$ cat src/rtl/sbsa_pkg.sv
// ----------------------------------------------------------------------------
// Stream buffer slot allocator package
// Widths, command and status codes, and the structs that travel between the
// sequencer and the slot cells.
// ----------------------------------------------------------------------------
package sbsa_pkg;

   localparam int SLOT_COUNT  = 64;
   localparam int SLOT_W      = (SLOT_COUNT > 1) ? $clog2(SLOT_COUNT) : 1;
   localparam int ID_W        = 8;
   localparam int ADDR_W      = 25;
   localparam int LEN_W       = ADDR_W + 1;
   localparam int IDX_OUT_W   = 6;
   localparam int CMD_W       = 2;
   localparam int STATUS_W    = 2;
   localparam int CSR_INDEX_W = 8;

   localparam logic [ADDR_W-1:0] MEMORY_BYTES = ADDR_W'(16 * 1024 * 1024);
   localparam logic [ADDR_W-1:0] FLOOR_RESET  = ADDR_W'(640 * 2);
   localparam logic [ADDR_W-1:0] TOP_RESET    = ADDR_W'(16777216);
   localparam logic [LEN_W-1:0]  ROUND_MASK   = LEN_W'(31);
   localparam logic [ID_W:0]     SLOT_LIMIT   = (ID_W + 1)'(SLOT_COUNT);

   localparam logic [CMD_W-1:0] CMD_ALLOC  = 2'd0;
   localparam logic [CMD_W-1:0] CMD_FREE   = 2'd1;
   localparam logic [CMD_W-1:0] CMD_QUERY  = 2'd2;
   localparam logic [CMD_W-1:0] CMD_REINIT = 2'd3;

   localparam logic [STATUS_W-1:0] ST_OK       = 2'd0;
   localparam logic [STATUS_W-1:0] ST_NO_SPACE = 2'd1;
   localparam logic [STATUS_W-1:0] ST_NO_SLOT  = 2'd2;
   localparam logic [STATUS_W-1:0] ST_BAD_ID   = 2'd3;

   localparam logic [CSR_INDEX_W-1:0] CSR_STREAM_TOP   = 8'd0;
   localparam logic [CSR_INDEX_W-1:0] CSR_FLOOR_OFFSET = 8'd1;

   // Command as held by the sequencer for the duration of one transaction.
   typedef struct packed {
      logic [CMD_W-1:0]  cmd;
      logic [LEN_W-1:0]  length;
      logic [ID_W-1:0]   slot_id;
   } op_type;

   // Search wave that walks the cell chain, one cell per cycle.
   typedef struct packed {
      logic              go;
      logic              hit;
      logic [SLOT_W-1:0] hit_idx;
      logic [ADDR_W-1:0] base;
      logic [ADDR_W-1:0] length;
      logic              free_seen;
      logic [SLOT_W-1:0] free_idx;
   } wave_type;

   // Broadcast write of a freshly carved block into one slot.
   typedef struct packed {
      logic              en;
      logic [SLOT_W-1:0] idx;
      logic [ADDR_W-1:0] base;
      logic [ADDR_W-1:0] length;
   } commit_type;

   typedef struct packed {
      logic [STATUS_W-1:0]  status;
      logic [IDX_OUT_W-1:0] slot_index;
      logic [ADDR_W-1:0]    block_address;
      logic [ADDR_W-1:0]    block_length;
   } result_type;

endpackage

$ cat src/rtl/sbsa_cell.sv
// ----------------------------------------------------------------------------
// Stream buffer slot cell
// Holds one slot's block base, reserved size, length and busy flag, and acts
// on the search wave as it passes through on its way to the next cell.
// ----------------------------------------------------------------------------
module sbsa_cell (
   input  logic                       clock,
   input  logic                       reset,
   input  logic [sbsa_pkg::SLOT_W-1:0] cell_idx,
   input  sbsa_pkg::op_type           op,
   input  logic                       clear,
   input  sbsa_pkg::commit_type       commit,
   input  sbsa_pkg::wave_type         wave_in,
   output sbsa_pkg::wave_type         wave_out
);
   import sbsa_pkg::*;

   logic [ADDR_W-1:0] base_ff, base_in;
   logic [ADDR_W-1:0] reserved_ff, reserved_in;
   logic [ADDR_W-1:0] length_ff, length_in;
   logic              busy_ff, busy_in;
   wave_type          wave_ff, wave_in_d;
   logic              id_match;
   logic              can_reuse;

   assign id_match  = (op.slot_id[SLOT_W-1:0] == cell_idx);
   assign can_reuse = !busy_ff && (base_ff != '0) && ({1'b0, reserved_ff} >= op.length);

   always_comb begin
      base_in     = base_ff;
      reserved_in = reserved_ff;
      length_in   = length_ff;
      busy_in     = busy_ff;
      wave_in_d   = wave_in;

      if (wave_in.go) begin
         case (op.cmd)
            CMD_ALLOC: begin
               // The first idle slot that already owns a big enough block claims the request.
               if (!wave_in.hit && can_reuse) begin
                  busy_in          = 1'b1;
                  length_in        = op.length[ADDR_W-1:0];
                  wave_in_d.hit     = 1'b1;
                  wave_in_d.hit_idx = cell_idx;
                  wave_in_d.base    = base_ff;
                  wave_in_d.length  = op.length[ADDR_W-1:0];
               end
               if (!wave_in.free_seen && base_ff == '0) begin
                  wave_in_d.free_seen = 1'b1;
                  wave_in_d.free_idx  = cell_idx;
               end
            end
            CMD_FREE: begin
               if (id_match) begin
                  busy_in = 1'b0;
               end
            end
            CMD_QUERY: begin
               if (id_match) begin
                  wave_in_d.hit    = 1'b1;
                  wave_in_d.base   = base_ff;
                  wave_in_d.length = length_ff;
               end
            end
            default: ;
         endcase
      end

      if (commit.en && commit.idx == cell_idx) begin
         base_in     = commit.base;
         reserved_in = commit.length;
         length_in   = commit.length;
         busy_in     = 1'b1;
      end

      if (clear) begin
         base_in     = '0;
         reserved_in = '0;
         length_in   = '0;
         busy_in     = 1'b0;
      end
   end

   always_ff @(posedge clock) begin
      if (reset) begin
         base_ff     <= '0;
         reserved_ff <= '0;
         length_ff   <= '0;
         busy_ff     <= 1'b0;
         wave_ff     <= '0;
      end else begin
         base_ff     <= base_in;
         reserved_ff <= reserved_in;
         length_ff   <= length_in;
         busy_ff     <= busy_in;
         wave_ff     <= wave_in_d;
      end
   end

   assign wave_out = wave_ff;

endmodule

$ cat config.mk
export PLATFORM = sky130hd
export DESIGN_NAME = sbsa_cell
export DESIGN_NICKNAME = d
export VERILOG_FILES = /design/src/rtl/sbsa_pkg.sv /design/src/rtl/sbsa_cell.sv
export SDC_FILE = /design/constraint.sdc
export NUM_CORES = 1
export LEC_CHECK = 0
export BUFFER_PORTS_ARGS = -buffer_cell sky130_fd_sc_hd__buf_2
export CAP_MARGIN = 10
export CORE_MARGIN = 1.5
export CORE_UTILIZATION = 44
export CTS_CLUSTER_SIZE = 30
export DETAILED_ROUTE_END_ITERATION = 8
export HOLD_SLACK_MARGIN = 0.1
export PLACE_DENSITY = 0.76
export SLEW_MARGIN = 15
export SYNTH_ARGS = -nofsm -noshare
export SYNTH_HDL_FRONTEND = slang
export SYNTH_SLANG_ARGS = --single-unit
$ cat constraint.sdc
create_clock -name clock -period 2 [get_ports clock]
set_clock_uncertainty 0.05 [all_clocks]
set_input_delay 0.1 -clock clock [delete_from_list [all_inputs] [get_ports clock]]
set_output_delay 0.1 -clock clock [all_outputs]
set_load 0.1 [all_outputs]
==> metrics.txt <==
status=finished with violations; failing checks=setup timing; Post-Synthesis Cells=717; CP Cell Sequence=buf_2 -> dlygate4sd3_1 -> inv_1 -> ha_1 -> nand4_1 -> nor3_2 -> o311ai_2 -> a21bo_4 -> buf_6 -> buf_12 -> nand2_1 -> a21oi_1; Clock Sinks=141; initial core utilization=0.4512; drt first-iter violations=658; PD cells=708.4 nW/um^2; Top FF cell, synth=dfxtp_1; max cap viols=0; Post-synth ARST share=0; largest family of logic cells by synthesized area=compound AO/OA/AOI/OAI gates; TritonCTS clock tree=yes; 1st-pass router iterations=7; crit path max-delay cell type=dlygate4sd3_1; Yosys reg bits=141; Worst setup EP type=flop; # fillers=669; first-pass GRT wire length=39140 um; Via-to-Cell Ratio=5.646; library cells used by synthesis=42; CP max FO=22; vias=7718; Area contributors post-synth=dfxtp_1 (47%), nand2_1 (11%), a21oi_1 (9.0%), ha_1 (5.2%), a22o_1 (3.7%); fraction of synthesized area in multiplexers=0.01001; final hold violations=0; Non-Filler Instances=1367; final worst setup slack=-0.3941 ns; most frequent cell after synthesis=nand2_1; Hold/Removal Path Class=input port to flop; Root Buffer=clkbuf_16; post-DP HPWL=12570 um; Final Max Slew Viols=0; CP required=2.30 ns; die area=14340 um^2; Final GP Congestion=0.8107; Clock Tree Buf Depth=2; Post-synth EDFFs=0; fmax=417.7 MHz; drt total wl=27540 um; Tot GR Track Use=0.3551; crit path DAT=2.69 ns; area share of fa/ha/maj cells after synthesis=0.05215; VDD IR max=596.2 uV; vias in the first global route=7641; Post-Syn Area=5998 um^2; simple-gate share of the synthesized area=0.1806; xor-xnor portion of the synthesized cell area=0.01752; Die Width=119.8 um; Seq/Total Area, Yosys=0.4706; worst-skew pair later-pin latency=0.43 ns; CP max stage delay=0.57 ns; Std-Cell Rows=42; Worst setup SP type=input port; Inserted Clock Buffers=17; RSZ-0062 raised after global routing=yes; Hold WS=0.1232 ns; core area=13300 um^2; P_leak=4.746 nW; register area=2835 um^2; initial antenna violation count=2; commonest cells in the netlist=nand2_1 (178), dfxtp_1 (141), a21oi_1 (108), o21ai_0 (31), clkbuf_1 (29); pin slew with the least headroom to its limit=0.7219 ns; post-route ant nets=0; H-tree depth=4; Max transition margin=0.5187; final instance area=11020 um^2; CP Class=input port to flop; multi-input logic area=3468 um^2; DR DRC count=0; Compound-Gate Fraction of Synth Area=0.2111; Area Growth Syn to Fin=83.67%; Final Util=0.8286; Final setup viols=88; cell taking the most area after synthesis=dfxtp_1; Post-Synthesis Net Count=909; PortBufs=229; ratio of cells with drive above 1 in the final layout=0.3936; period utilization=1.197; Wirelength per Cell=20.15 um; Synth Warn #=0; Synth top area share=0.4706; total grt overflow=0; Nets=1368; die boundary height=119.8 um; placed standard-cell area=7850 um^2; DP Cell Count=1151; # IOs=232; Final min period=2.394 ns; clock transition at the registers of the reported paths=0.06 ns; Syn Area/Cell=8.366 um^2; largest net degree at the start of global routing=83
==> area by class of cell <==
| type | count | share of cell area |
|---|---|---|
| Inverter | 27 | 0.009199 |
| Tap cell | 176 | 0.01999 |
| Timing Repair Buffer | 488 | 0.3413 |
| Clock inverter | 10 | 0.01476 |
| Sequential cell | 141 | 0.2574 |
| Antenna cell | 2 | 0.0004543 |
| Clock buffer | 22 | 0.04214 |
| Multi-Input combinational cell | 501 | 0.3148 |
==> metal layers <==
metal  up-vias  global-route usage  part of all wire
met1      3558              0.3765              0.34
met5         -                   0                 0
met4         0              0.2225             0.071
met2       559              0.6286              0.50
li1       3418                   -                 -
met3       183             0.08983             0.085
==> critical path: cells and delay by family <==
kind | cells | cell delay [ns]
adder cells (fa/ha/maj) | 1 | 0.27
buffers and inverters | 5 | 1.18
AO/OA/AOI/OAI | 3 | 0.78
AND/OR/NAND/NOR | 3 | 0.33
==> metrics by stage <==
stage / setup slack (ns) / setup TNS [ns] / power (mW)
floorplan: -0.1342 / -4.006 / 3.714
global placement: -0.3599 / -21.48 / 4.085
detailed placement: -0.4199 / -26.25 / 4.092
CTS: -0.2295 / -14.58 / 7.679
global route: -0.5008 / -30.95 / 8.003
finish: -0.3941 / -24.13 / 7.805
==> cell families after synthesis <==
group | Yosys count
AO/OA/AOI/OAI | 205
XOR/XNOR | 12
flip-flops | 141
AND/OR/NAND/NOR | 251
adder cells (fa/ha/maj) | 25
multiplexers | 6
buffers and inverters | 77
==> final timing paths <==
check        slack, ns  depth (start not counted)             from             to
max reg2reg      -0.39                         11  reserved_ff[23]   length_ff[4]
max              -0.39                         12           op[14]   wave_out[60]
min               0.12                          4           op[12]   wave_out[11]
min reg2reg       0.40                          2    length_ff[22]  length_ff[22]
==> cells in the final DEF (no fill, tap or decap), drive strengths merged, types with 2 or more instances in the layout <==
master,synthesis,routed
a22o,25,25
dfxtp,141,141
nor4,6,6
xor2,3,3
diode,0,2
inv,27,27
xnor2,9,9
nor2b,2,2
nor2,15,15
dlygate4sd3,0,165
a21oi,109,109
clkinv,0,4
o311ai,26,26
and2,2,3
o21bai,2,3
a21o,2,2
ha,25,25
nand2b,3,3
mux2i,6,6
clkbuf,30,25
o21ai,31,31
nor3,7,7
nand3,27,27
buf,20,320
a31oi,6,6
bufinv,0,4
nand4,6,6
nand2,178,178
clkinvlp,0,2
==> flip-flops by register name, summed over array words and instances, names as in the netlist <==
register     cells
wave_out        65
base_ff         25
reserved_ff     25
length_ff       25
busy_ff          1
==> where the power goes <==
part / total [mW] / switching, mW / internal (mW) / leakage, nW
logic: 1.52 / 0.961 / 0.560 / 3.29
registers: 2.91 / 0.0252 / 2.88 / 1.16
clock network: 3.37 / 1.22 / 2.15 / 0.300
==> repair_timing <==
item                                   4_1_cts  5_1_grt
cloned                                       4        3
setup endpoints to repair                   89       89
endpoints found under the hold margin      141        2
pin swaps                                   27       53
resized for setup                           67       71
hold buffers                               164        3
buffers inserted                            10        1
No activity file was read; power rests on OpenSTA's default activity.
